**src/design/rpls_pkg.sv**
```systemverilog
`timescale 1ns / 1ps
`default_nettype none
// ----------------------------------------------------------------------------
// route part locate and spans package
// field widths, stream packing offsets, request and result codes
// ----------------------------------------------------------------------------
package rpls_pkg;

   localparam int KIND_W  = 2;
   localparam int ID_W    = 16;
   localparam int SLOT_W  = 16;
   localparam int LEN_W   = 24;
   localparam int VID_W   = 32;
   localparam int DIST_W  = 32;
   localparam int SPEED_W = 24;
   localparam int START_W = 32;
   // signed working width for distance compares, covers start plus length and rear
   localparam int EXT_W   = 34;

   localparam int DEF_MAX_PARTS = 32;

   // request tdata: segment_id, segment_slot, part_len, vehicle_id,
   // front_distance, vehicle_length, vehicle_speed
   localparam int REQ_SID_LO   = 0;
   localparam int REQ_SLOT_LO  = REQ_SID_LO + ID_W;
   localparam int REQ_PLEN_LO  = REQ_SLOT_LO + SLOT_W;
   localparam int REQ_VID_LO   = REQ_PLEN_LO + LEN_W;
   localparam int REQ_FRONT_LO = REQ_VID_LO + VID_W;
   localparam int REQ_VLEN_LO  = REQ_FRONT_LO + DIST_W;
   localparam int REQ_SPEED_LO = REQ_VLEN_LO + LEN_W;
   localparam int REQ_TDATA_W  = REQ_SPEED_LO + SPEED_W;
   // request tuser: kind, first_part
   localparam int REQ_TUSER_W  = KIND_W + 1;

   // result tdata: owner_id, found_segment_id, found_segment_slot,
   // from_offset, to_offset, span_speed
   localparam int RSP_TDATA_W  = VID_W + ID_W + SLOT_W + 3 * LEN_W;
   localparam int RSP_TUSER_W  = KIND_W;

   typedef enum logic [KIND_W-1:0] {
      KIND_LOAD   = 2'd0,
      KIND_LOCATE = 2'd1,
      KIND_SPANS  = 2'd2,
      KIND_NONE   = 2'd3
   } req_kind_type;

   localparam logic [KIND_W-1:0] RES_LOCATION = 2'd0;
   localparam logic [KIND_W-1:0] RES_SPAN     = 2'd1;
   localparam logic [KIND_W-1:0] RES_EMPTY    = 2'd2;

   typedef struct packed {
      logic [ID_W-1:0]    seg_id;
      logic [SLOT_W-1:0]  seg_slot;
      logic [START_W-1:0] start;
      logic [LEN_W-1:0]   length;
   } part_entry_type;

endpackage
`default_nettype wire

```
**src/design/route_part_locate_and_spans.sv**
```systemverilog
`timescale 1ns / 1ps
`default_nettype none
// ----------------------------------------------------------------------------
// route part locate and spans
// route part table in one memory, with locate and occupied-span queries
// ----------------------------------------------------------------------------
// The route is held as an ordered table of contiguous parts in a single
// part memory (segment id, segment slot, start, length), one entry per part,
// read through a registered port. A load request appends a part;
// first_part restarts the table at entry zero. A locate or span request is
// accepted while idle and then walks the table from entry zero, one entry
// per cycle while its results are taken, a rate set by the single read
// port of the part memory;
// a span query stops early once it passes the front of the vehicle, a locate
// at the first part that ends beyond the front. Results leave through an
// output register, so a new request is taken while the last result still
// waits; a stalled result holds the walk on its entry. Loads beyond
// MAX_PARTS entries are dropped. The table needs no clearing after reset:
// only entries below the part count are ever read.
module route_part_locate_and_spans #(
   parameter int MAX_PARTS = rpls_pkg::DEF_MAX_PARTS
) (
   input  wire                             clock,
   input  wire                             reset,
   // request channel
   input  wire                             req_tvalid,
   output logic                            req_tready,
   // [15:0] segment_id, [31:16] segment_slot, [55:32] part_len,
   // [87:56] vehicle_id, [119:88] front_distance, [143:120] vehicle_length,
   // [167:144] vehicle_speed
   input  wire [rpls_pkg::REQ_TDATA_W-1:0] req_tdata,
   // [1:0] kind, [2] first_part
   input  wire [rpls_pkg::REQ_TUSER_W-1:0] req_tuser,
   // result channel
   output logic                            rsp_tvalid,
   input  wire                             rsp_tready,
   // [31:0] owner_id, [47:32] found_segment_id, [63:48] found_segment_slot,
   // [87:64] from_offset, [111:88] to_offset, [135:112] span_speed
   output logic [rpls_pkg::RSP_TDATA_W-1:0] rsp_tdata,
   // [1:0] result_kind
   output logic [rpls_pkg::RSP_TUSER_W-1:0] rsp_tuser,
   output logic                            rsp_tlast
);

   localparam int IDX_W = (MAX_PARTS > 1) ? $clog2(MAX_PARTS) : 1;
   localparam int CNT_W = $clog2(MAX_PARTS + 1);

   localparam int ID_W    = rpls_pkg::ID_W;
   localparam int SLOT_W  = rpls_pkg::SLOT_W;
   localparam int LEN_W   = rpls_pkg::LEN_W;
   localparam int VID_W   = rpls_pkg::VID_W;
   localparam int DIST_W  = rpls_pkg::DIST_W;
   localparam int SPEED_W = rpls_pkg::SPEED_W;
   localparam int START_W = rpls_pkg::START_W;
   localparam int EXT_W   = rpls_pkg::EXT_W;

   typedef enum logic [1:0] {
      ST_IDLE = 2'b01,
      ST_SCAN = 2'b10
   } state_type;

   // ---------------------------------------------------------------------
   // request field unpacking
   // ---------------------------------------------------------------------
   logic [rpls_pkg::KIND_W-1:0] req_kind;
   logic                        req_first;
   logic [ID_W-1:0]             req_sid;
   logic [SLOT_W-1:0]           req_slot;
   logic [LEN_W-1:0]            req_plen;
   logic [VID_W-1:0]            req_vid;
   logic [DIST_W-1:0]           req_front;
   logic [LEN_W-1:0]            req_vlen;
   logic [SPEED_W-1:0]          req_speed;

   assign req_kind  = req_tuser[rpls_pkg::KIND_W-1:0];
   assign req_first = req_tuser[rpls_pkg::KIND_W];
   assign req_sid   = req_tdata[rpls_pkg::REQ_SID_LO +: ID_W];
   assign req_slot  = req_tdata[rpls_pkg::REQ_SLOT_LO +: SLOT_W];
   assign req_plen  = req_tdata[rpls_pkg::REQ_PLEN_LO +: LEN_W];
   assign req_vid   = req_tdata[rpls_pkg::REQ_VID_LO +: VID_W];
   assign req_front = req_tdata[rpls_pkg::REQ_FRONT_LO +: DIST_W];
   assign req_vlen  = req_tdata[rpls_pkg::REQ_VLEN_LO +: LEN_W];
   assign req_speed = req_tdata[rpls_pkg::REQ_SPEED_LO +: SPEED_W];

   // ---------------------------------------------------------------------
   // control state
   // ---------------------------------------------------------------------
   state_type           state_ff, state_in;
   logic [CNT_W-1:0]    count_ff, count_in;
   logic [START_W-1:0]  running_ff, running_in;
   logic [IDX_W-1:0]    idx_ff, idx_in;

   // query held for the walk
   logic [rpls_pkg::KIND_W-1:0] qkind_ff;
   logic signed [EXT_W-1:0]     qfront_ff;
   logic signed [EXT_W-1:0]     qrear_ff;
   logic [VID_W-1:0]            qvid_ff;
   logic [SPEED_W-1:0]          qspeed_ff;

   // output register
   logic                        rsp_valid_ff, rsp_valid_in;
   logic [rpls_pkg::KIND_W-1:0] rsp_kind_ff;
   logic [VID_W-1:0]            rsp_owner_ff;
   logic [ID_W-1:0]             rsp_sid_ff;
   logic [SLOT_W-1:0]           rsp_slot_ff;
   logic [LEN_W-1:0]            rsp_from_ff;
   logic [LEN_W-1:0]            rsp_to_ff;
   logic [SPEED_W-1:0]          rsp_speed_ff;
   logic                        rsp_last_ff;

   logic req_fire;
   logic req_query;
   logic out_free;

   assign req_tready = (state_ff == ST_IDLE);
   assign req_fire   = req_tvalid && req_tready;
   assign req_query  = (req_kind == rpls_pkg::KIND_LOCATE) ||
                       (req_kind == rpls_pkg::KIND_SPANS);
   // output register can take a new result this cycle
   assign out_free   = !rsp_valid_ff || rsp_tready;

   // ---------------------------------------------------------------------
   // part memory: one write port for loads, one registered read port for
   // the walk, addressed by the next walk index
   // ---------------------------------------------------------------------
   rpls_pkg::part_entry_type part_mem [MAX_PARTS];
   rpls_pkg::part_entry_type rd_q;
   rpls_pkg::part_entry_type wr_entry;
   logic                     wr_en;
   logic [IDX_W-1:0]         wr_addr;

   always_comb begin
      wr_entry.seg_id   = req_sid;
      wr_entry.seg_slot = req_slot;
      wr_entry.length   = req_plen;
      if (req_first) begin
         wr_entry.start = '0;
         wr_addr        = '0;
      end else begin
         wr_entry.start = running_ff;
         wr_addr        = count_ff[IDX_W-1:0];
      end
      // a full table drops the load unless it restarts the route
      wr_en = req_fire && (req_kind == rpls_pkg::KIND_LOAD) &&
              (req_first || (count_ff < CNT_W'(MAX_PARTS)));
   end

   always_ff @(posedge clock) begin
      if (wr_en) begin
         part_mem[wr_addr] <= wr_entry;
      end
      rd_q <= part_mem[idx_in];
   end

   // ---------------------------------------------------------------------
   // walk evaluation on the entry at idx_ff
   // ---------------------------------------------------------------------
   logic signed [EXT_W-1:0] e_start;
   logic signed [EXT_W-1:0] e_len;
   logic signed [EXT_W-1:0] e_end;
   logic signed [EXT_W-1:0] front_rel;
   logic signed [EXT_W-1:0] rear_rel;
   logic                    at_last;
   logic                    front_hit;   // front lies before the end of the part
   logic                    rear_hit;    // rear lies before the end of the part
   logic                    want_emit;
   logic                    want_done;
   logic                    want_step;
   logic                    emit_go;
   logic [rpls_pkg::KIND_W-1:0] e_kind;
   logic [VID_W-1:0]        e_owner;
   logic [ID_W-1:0]         e_sid;
   logic [SLOT_W-1:0]       e_slot;
   logic [LEN_W-1:0]        e_from;
   logic [LEN_W-1:0]        e_to;
   logic [SPEED_W-1:0]      e_speed;
   logic                    e_last;

   always_comb begin
      e_start   = $signed({{(EXT_W-START_W){1'b0}}, rd_q.start});
      e_len     = $signed({{(EXT_W-LEN_W){1'b0}}, rd_q.length});
      e_end     = e_start + e_len;
      front_rel = qfront_ff - e_start;
      rear_rel  = qrear_ff - e_start;
      at_last   = (CNT_W'(idx_ff) == (count_ff - CNT_W'(1)));
      front_hit = (qfront_ff < e_end);
      rear_hit  = (qrear_ff < e_end);

      want_emit = 1'b0;
      want_done = 1'b0;
      want_step = 1'b0;
      e_kind    = rpls_pkg::RES_LOCATION;
      e_owner   = '0;
      e_sid     = rd_q.seg_id;
      e_slot    = rd_q.seg_slot;
      e_from    = '0;
      e_to      = '0;
      e_speed   = '0;
      e_last    = 1'b1;

      if (count_ff == '0) begin
         // empty table: locate reports it, spans give nothing
         want_done = 1'b1;
         e_sid     = '0;
         e_slot    = '0;
         if (qkind_ff == rpls_pkg::KIND_LOCATE) begin
            want_emit = 1'b1;
            e_kind    = rpls_pkg::RES_EMPTY;
         end
      end else if (qkind_ff == rpls_pkg::KIND_LOCATE) begin
         if (front_hit || at_last) begin
            want_emit = 1'b1;
            want_done = 1'b1;
            if (!front_hit) begin
               // beyond the route: last part at full length
               e_from = rd_q.length;
            end else if (front_rel < 0) begin
               // before the route: clamp to the start of the first part
               e_from = '0;
            end else begin
               e_from = front_rel[LEN_W-1:0];
            end
         end else begin
            want_step = 1'b1;
         end
      end else begin
         // span walk: skip parts wholly behind the rear, then emit every
         // part up to the one holding the front
         e_kind  = rpls_pkg::RES_SPAN;
         e_owner = qvid_ff;
         e_speed = qspeed_ff;
         e_from  = (rear_rel < 0) ? '0 : rear_rel[LEN_W-1:0];
         e_to    = front_hit ? front_rel[LEN_W-1:0] : rd_q.length;
         // parts are contiguous, so the next one starts at this one's end
         e_last  = at_last || front_hit;
         if (!rear_hit) begin
            want_done = at_last;
            want_step = !at_last;
         end else if (qfront_ff >= e_start) begin
            want_emit = 1'b1;
            want_done = e_last;
            want_step = !e_last;
         end else begin
            want_done = 1'b1;
         end
      end
   end

   // a result that cannot be placed holds the walk on this entry
   assign emit_go = (state_ff == ST_SCAN) && want_emit && out_free;

   always_comb begin
      state_in   = state_ff;
      idx_in     = idx_ff;
      count_in   = count_ff;
      running_in = running_ff;
      unique case (state_ff)
         ST_IDLE: begin
            idx_in = '0;
            if (req_fire && req_query) begin
               state_in = ST_SCAN;
            end
            if (wr_en) begin
               if (req_first) begin
                  count_in   = CNT_W'(1);
                  running_in = START_W'(req_plen);
               end else begin
                  count_in   = count_ff + CNT_W'(1);
                  running_in = running_ff + START_W'(req_plen);
               end
            end
         end
         ST_SCAN: begin
            if (!want_emit || out_free) begin
               if (want_done) begin
                  state_in = ST_IDLE;
                  idx_in   = '0;
               end else if (want_step) begin
                  idx_in = idx_ff + IDX_W'(1);
               end
            end
         end
         default: begin
            state_in = ST_IDLE;
            idx_in   = '0;
         end
      endcase
   end

   always_comb begin
      if (emit_go) begin
         rsp_valid_in = 1'b1;
      end else if (rsp_tready) begin
         rsp_valid_in = 1'b0;
      end else begin
         rsp_valid_in = rsp_valid_ff;
      end
   end

   always_ff @(posedge clock) begin
      if (reset) begin
         state_ff     <= ST_IDLE;
         idx_ff       <= '0;
         count_ff     <= '0;
         running_ff   <= '0;
         rsp_valid_ff <= 1'b0;
      end else begin
         state_ff     <= state_in;
         idx_ff       <= idx_in;
         count_ff     <= count_in;
         running_ff   <= running_in;
         rsp_valid_ff <= rsp_valid_in;
      end
   end

   // query capture and result payload, no reset needed
   always_ff @(posedge clock) begin
      if (req_fire && req_query) begin
         qkind_ff  <= req_kind;
         qfront_ff <= $signed({{(EXT_W-DIST_W){req_front[DIST_W-1]}}, req_front});
         qrear_ff  <= $signed({{(EXT_W-DIST_W){req_front[DIST_W-1]}}, req_front}) -
                      $signed({{(EXT_W-LEN_W){1'b0}}, req_vlen});
         qvid_ff   <= req_vid;
         qspeed_ff <= req_speed;
      end
      if (emit_go) begin
         rsp_kind_ff  <= e_kind;
         rsp_owner_ff <= e_owner;
         rsp_sid_ff   <= e_sid;
         rsp_slot_ff  <= e_slot;
         rsp_from_ff  <= e_from;
         rsp_to_ff    <= e_to;
         rsp_speed_ff <= e_speed;
         rsp_last_ff  <= e_last;
      end
   end

   assign rsp_tvalid = rsp_valid_ff;
   assign rsp_tdata  = {rsp_speed_ff, rsp_to_ff, rsp_from_ff,
                        rsp_slot_ff, rsp_sid_ff, rsp_owner_ff};
   assign rsp_tuser  = rsp_kind_ff;
   assign rsp_tlast  = rsp_last_ff;

   // ---------------------------------------------------------------------
   // assertions
   // ---------------------------------------------------------------------
   a_count_bound: assert property (@(posedge clock) disable iff (reset)
      count_ff <= CNT_W'(MAX_PARTS))
      else $error("part count above table depth");

   a_walk_in_table: assert property (@(posedge clock) disable iff (reset)
      (state_ff == ST_SCAN) && (count_ff != '0) |-> (CNT_W'(idx_ff) < count_ff))
      else $error("walk index beyond loaded parts");

   a_query_starts_walk: assert property (@(posedge clock) disable iff (reset)
      req_fire && req_query |=> (state_ff == ST_SCAN) && (idx_ff == '0))
      else $error("query did not start a walk at entry zero");

   a_last_ends_walk: assert property (@(posedge clock) disable iff (reset)
      emit_go && e_last |=> (state_ff == ST_IDLE))
      else $error("walk went on after its final result");

   a_empty_route_origin: assert property (@(posedge clock) disable iff (reset)
      (count_ff == '0) |-> (running_ff == '0))
      else $error("running start set on an empty table");

endmodule
`default_nettype wire
```
**config.mk**
```make
export PLATFORM = sky130hd
export DESIGN_NAME = route_part_locate_and_spans
export DESIGN_NICKNAME = d
export VERILOG_FILES = /design/src/design/rpls_pkg.sv /design/src/design/route_part_locate_and_spans.sv
export SDC_FILE = /design/constraint.sdc
export NUM_CORES = 2
export LEC_CHECK = 0
export BUFFER_PORTS_ARGS = -buffer_cell sky130_fd_sc_hd__buf_4
export CAP_MARGIN = 20
export CELL_PAD_IN_SITES_DETAIL_PLACEMENT = 1
export CELL_PAD_IN_SITES_GLOBAL_PLACEMENT = 2
export CORE_MARGIN = 3
export CORE_UTILIZATION = 45
export DETAILED_ROUTE_END_ITERATION = 8
export PLACE_DENSITY = 0.86
export SYNTH_ARGS = -nofsm -noshare
export SYNTH_HDL_FRONTEND = slang
export SYNTH_SLANG_ARGS = --single-unit
```
**constraint.sdc**
```tcl
create_clock -name clock -period 12.5 [get_ports clock]
set_clock_uncertainty 0.1 [all_clocks]
set_input_delay 1.25 -clock clock [delete_from_list [all_inputs] [get_ports clock]]
set_output_delay 1.25 -clock clock [all_outputs]
set_load 0.005 [all_outputs]
```
==> metrics.md <==
| Metric | Value |
|---|---|
| Outcome | `finished clean` |
| Final core occ | `51.8%` |
| Bufs on Longest Clock Path | `4` |
| Initial core utilization | `45.4%` |
| Crit path capture type | `register` |
| Switching power | `4.76 mW` |
| Yosys reg bits | `3212` |
| Final antenna-violating net count | `0` |
| Crit path kind | `reg2reg` |
| Routed WL | `433000 um` |
| Worst Path Max Fanout | `153` |
| Area leader, netlist | `edfxtp_1` |
| Setup crit start kind | `register` |
| First-pass iteration count of the detailed router | `9` |
| Comb pwr share | `2.8%` |
| Fraction of layout cells with a size suffix above 1 | `11.8%` |
| CTS tree | `built` |
| Top delay family on crit path | `compound AO/OA/AOI/OAI gates` |
| Initial antenna violation count | `25` |
| Max Cap Violations | `0` |
| Tmin final | `10.64 ns` |
| Hold Crit Class | `in2reg` |
| Die width | `540 um` |
| Synthesized Nets | `9391` |
| Avg WL per Cell | `32.4 um` |
| Post-synthesis cell type count | `86` |
| Slew Limit Headroom | `16.5%` |
| Global-route wire length before repair | `617000 um` |
| Synthesis Warnings | `0` |
| Vias in the first global route | `87100` |
| DRC Markers | `0` |
| EDFF count, synth | `3078` |
| TNS Setup | `0 ns` |
| Area grow syn2layout | `14.1%` |
| Max Used Layer | `met5` |
| Fin nets | `9704` |
| GRT Total Usage | `28.7%` |
| Top-count cell post-synth | `edfxtp_1` |
| CP bufs+invs | `2` |
| RSZ-0062 raised after global routing | `no` |
| Syn Area/Cell | `14.3 sq um` |
| Fill cells | `27300` |
| Fmax | `0.0940 GHz` |
| Register share of total power | `52.6%` |
| Peak supply drop | `0.118 mV` |
| Gpl congestion | `0.868` |
| Grt ovf | `0` |
| CP max-delay cell | `o2111ai_1` |
| Clk root buf | `clkbuf_16` |
| Synth top cells by count | `edfxtp_1 (3078), nand2_1 (1597), nand3_1 (521)` |
| Met2 routed WL | `205000 um` |
| Worst EP arrival | `11.25 ns` |
| Req. time, crit path | `13.11 ns` |
| Switch share | `21.1%` |
| Sequential area share after synthesis | `74.1%` |
| Ports | `316` |
| Crit share post-route | `85.1%` |
| Clock latency on the worst-skew pair | `0.94 ns` |
| Critical path's most frequent cell | `o21a_1` |
| Core area | `283000 sq um` |
| Setup bufs post-CTS | `0` |
| WL met1 | `166000 um` |
| Port Buf Inserts | `315` |
| Largest net degree at the start of global routing | `188` |
| Post-CTS Hold Fix Bufs | `0` |
| Slew at the pin with the worst max-slew slack | `1.25 ns` |
| Clk pwr share | `44.6%` |
| Initial drt markers | `10700` |
| Final hold violations | `0` |
| Slew Limit Fails | `0` |
| Final setup fails | `0` |
| Num CTS Buffers | `338` |
| Cell Pwr Density | `154 nW/um^2` |
| Pleak | `50.7 nW` |
| Mapped cell area | `128000 sq um` |
| Async set or reset register ratio after synthesis | `0%` |
| Final Cell Area | `147000 sq um` |
| Die Height | `540 um` |
| Placed cell area | `135000 sq um` |
| Wire length on met3 | `41100 um` |
| CTS resizes | `0` |
| Reg clk slew, reported paths | `0.06 ns` |
| Int Pwr | `17.8 mW` |
| Vias per inst | `6.38` |
| Site Rows | `195` |
| Mapped Cells | `9011` |
| Final Total Pwr | `22.5 mW` |
| Share of the synthesized area in the top cell type | `72.0%` |
| Crit-path max cell delay | `0.92 ns` |
| Top_reg_cell synth | `edfxtp_1` |
| Die ar. | `292000 sq um` |
| Synth top area cells | `edfxtp_1 (72%), nand2_1 (4.7%), dfxtp_1 (2.1%), o221ai_1 (2.1%), nand3_1 (2.0%)` |
| Clk sinks | `3212` |
| Via count | `85200` |
| Post-DP HPWL | `238000 um` |
| H-tree levels | `5` |
kinds of logic (layout without fill, tap and decap cells):
family | after synthesis | in the layout | synth area share (%)
flip-flops | 3212 | 3212 | 74.1
AND/OR/NAND/NOR | 2894 | 2894 | 9.94
AO/OA/AOI/OAI | 1694 | 1694 | 9.06
buffers and inverters | 664 | 1254 | 2.35
multiplexers | 223 | 223 | 1.74
adder cells (fa/ha/maj) | 206 | 206 | 2.04
XOR/XNOR | 118 | 118 | 0.805
other | 0 | 24 | 0
worst reg2reg max path, delay by kind of cell, from the launching register on:
family	cells	cell delay, ns
AO/OA/AOI/OAI	15	4.70
AND/OR/NAND/NOR	9	1.69
buffers and inverters	2	1.48
flip-flops	1	0.73
adder cells (fa/ha/maj)	2	0.73
multiplexers	1	0.71
XOR/XNOR	1	0.26
state kept, by name, summed over array words and instances (netlist names), 5 cells and up:
name          flops
qfront_ff        32
e_len            24
qvid_ff          32
count_ff          6
rsp_to_ff        24
rsp_from_ff      24
rsp_slot_ff      16
rsp_owner_ff     32
rd_q             32
qrear_ff         33
running_ff       32
qspeed_ff        24
e_start          32
part_mem       2816
idx_ff            5
rsp_speed_ff     24
rsp_sid_ff       16
final cells by class:
class	count	area (sq um)	area share (%)
timing repair buffer	521	4420	3.02
multi-input combinational	5135	30800	21.0
tap	3743	4680	3.20
inverter	116	438	0.299
antenna	24	60.1	0.0410
clock buffer	437	9210	6.28
clock inverter	180	1770	1.21
sequential	3212	95100	64.9
stage by stage:
stage | setup WS [ns] | instances | hold slack, ns
after CTS | 2.08 | 13300 | 0.340
after global routing | 1.43 | 13400 | 0.375
final | 1.86 | 13400 | 0.407
after detailed placement | 2.19 | 12700 | 0.405
after global placement | 1.95 | 12700 | 0.379
after floorplan | 1.30 | 9011 | 0.361
final timing paths:
| path | to | cells after the start | startpoint | slack (ns) |
|---|---|---|---|---|
| worst max-delay path | e_len[8] | 30 | e_len[14] | 1.86 |
| worst min-delay path | qvid_ff[23] | 1 | req_tdata[79] | 0.41 |
| worst max register to register | e_len[8] | 30 | e_len[14] | 1.86 |
| worst min register to register | rsp_sid_ff[13] | 1 | rd_q[85] | 0.42 |
routing by layer:
layer | up-vias | global-route usage (%)
met5 | - | 0
met3 | 1051 | 4.87
met1 | 44100 | 37.9
met4 | 12 | 12.3
met2 | 4776 | 47.0
li1 | 35300 | -
power by group through the flow:
stage / clock [mW] / combinational, mW / sequential (mW)
finish: 10.0 / 0.638 / 11.9
global route: 10.6 / 0.703 / 11.9
CTS: 10.1 / 0.630 / 11.9
detailed placement: 0 / 0.624 / 12.1
global placement: 0 / 0.593 / 12.1
floorplan: 0 / 0.341 / 12.1
cell usage in the layout, fill, tap and decap left out, types with 22 or more instances in the layout:
cell type and count:
nor2_4 34, nand2_1 1597, o21ai_0 118, nand3_1 521, o2111ai_1 30, xnor2_1 79, o221ai_1 300, clkinv_2 74
nor2b_1 42, nor3_1 69, o22ai_1 226, a21o_1 47, buf_12 25, diode_2 24, and2_1 40, and3_1 201
a211oi_1 82, inv_1 113, a311oi_1 62, nand2b_1 22, a22o_1 29, dfxtp_1 134, buf_4 475, a21oi_1 393
clkbuf_16 345, ha_1 200, xor2_1 39, clkinv_1 51, nand4_1 26, nor2_1 221, edfxtp_1 3078, a31oi_1 230
clkbuf_8 23, nor4_1 40, bufinv_16 25, mux2i_1 218, clkbuf_1 69
(Power assumes the default switching activity.)
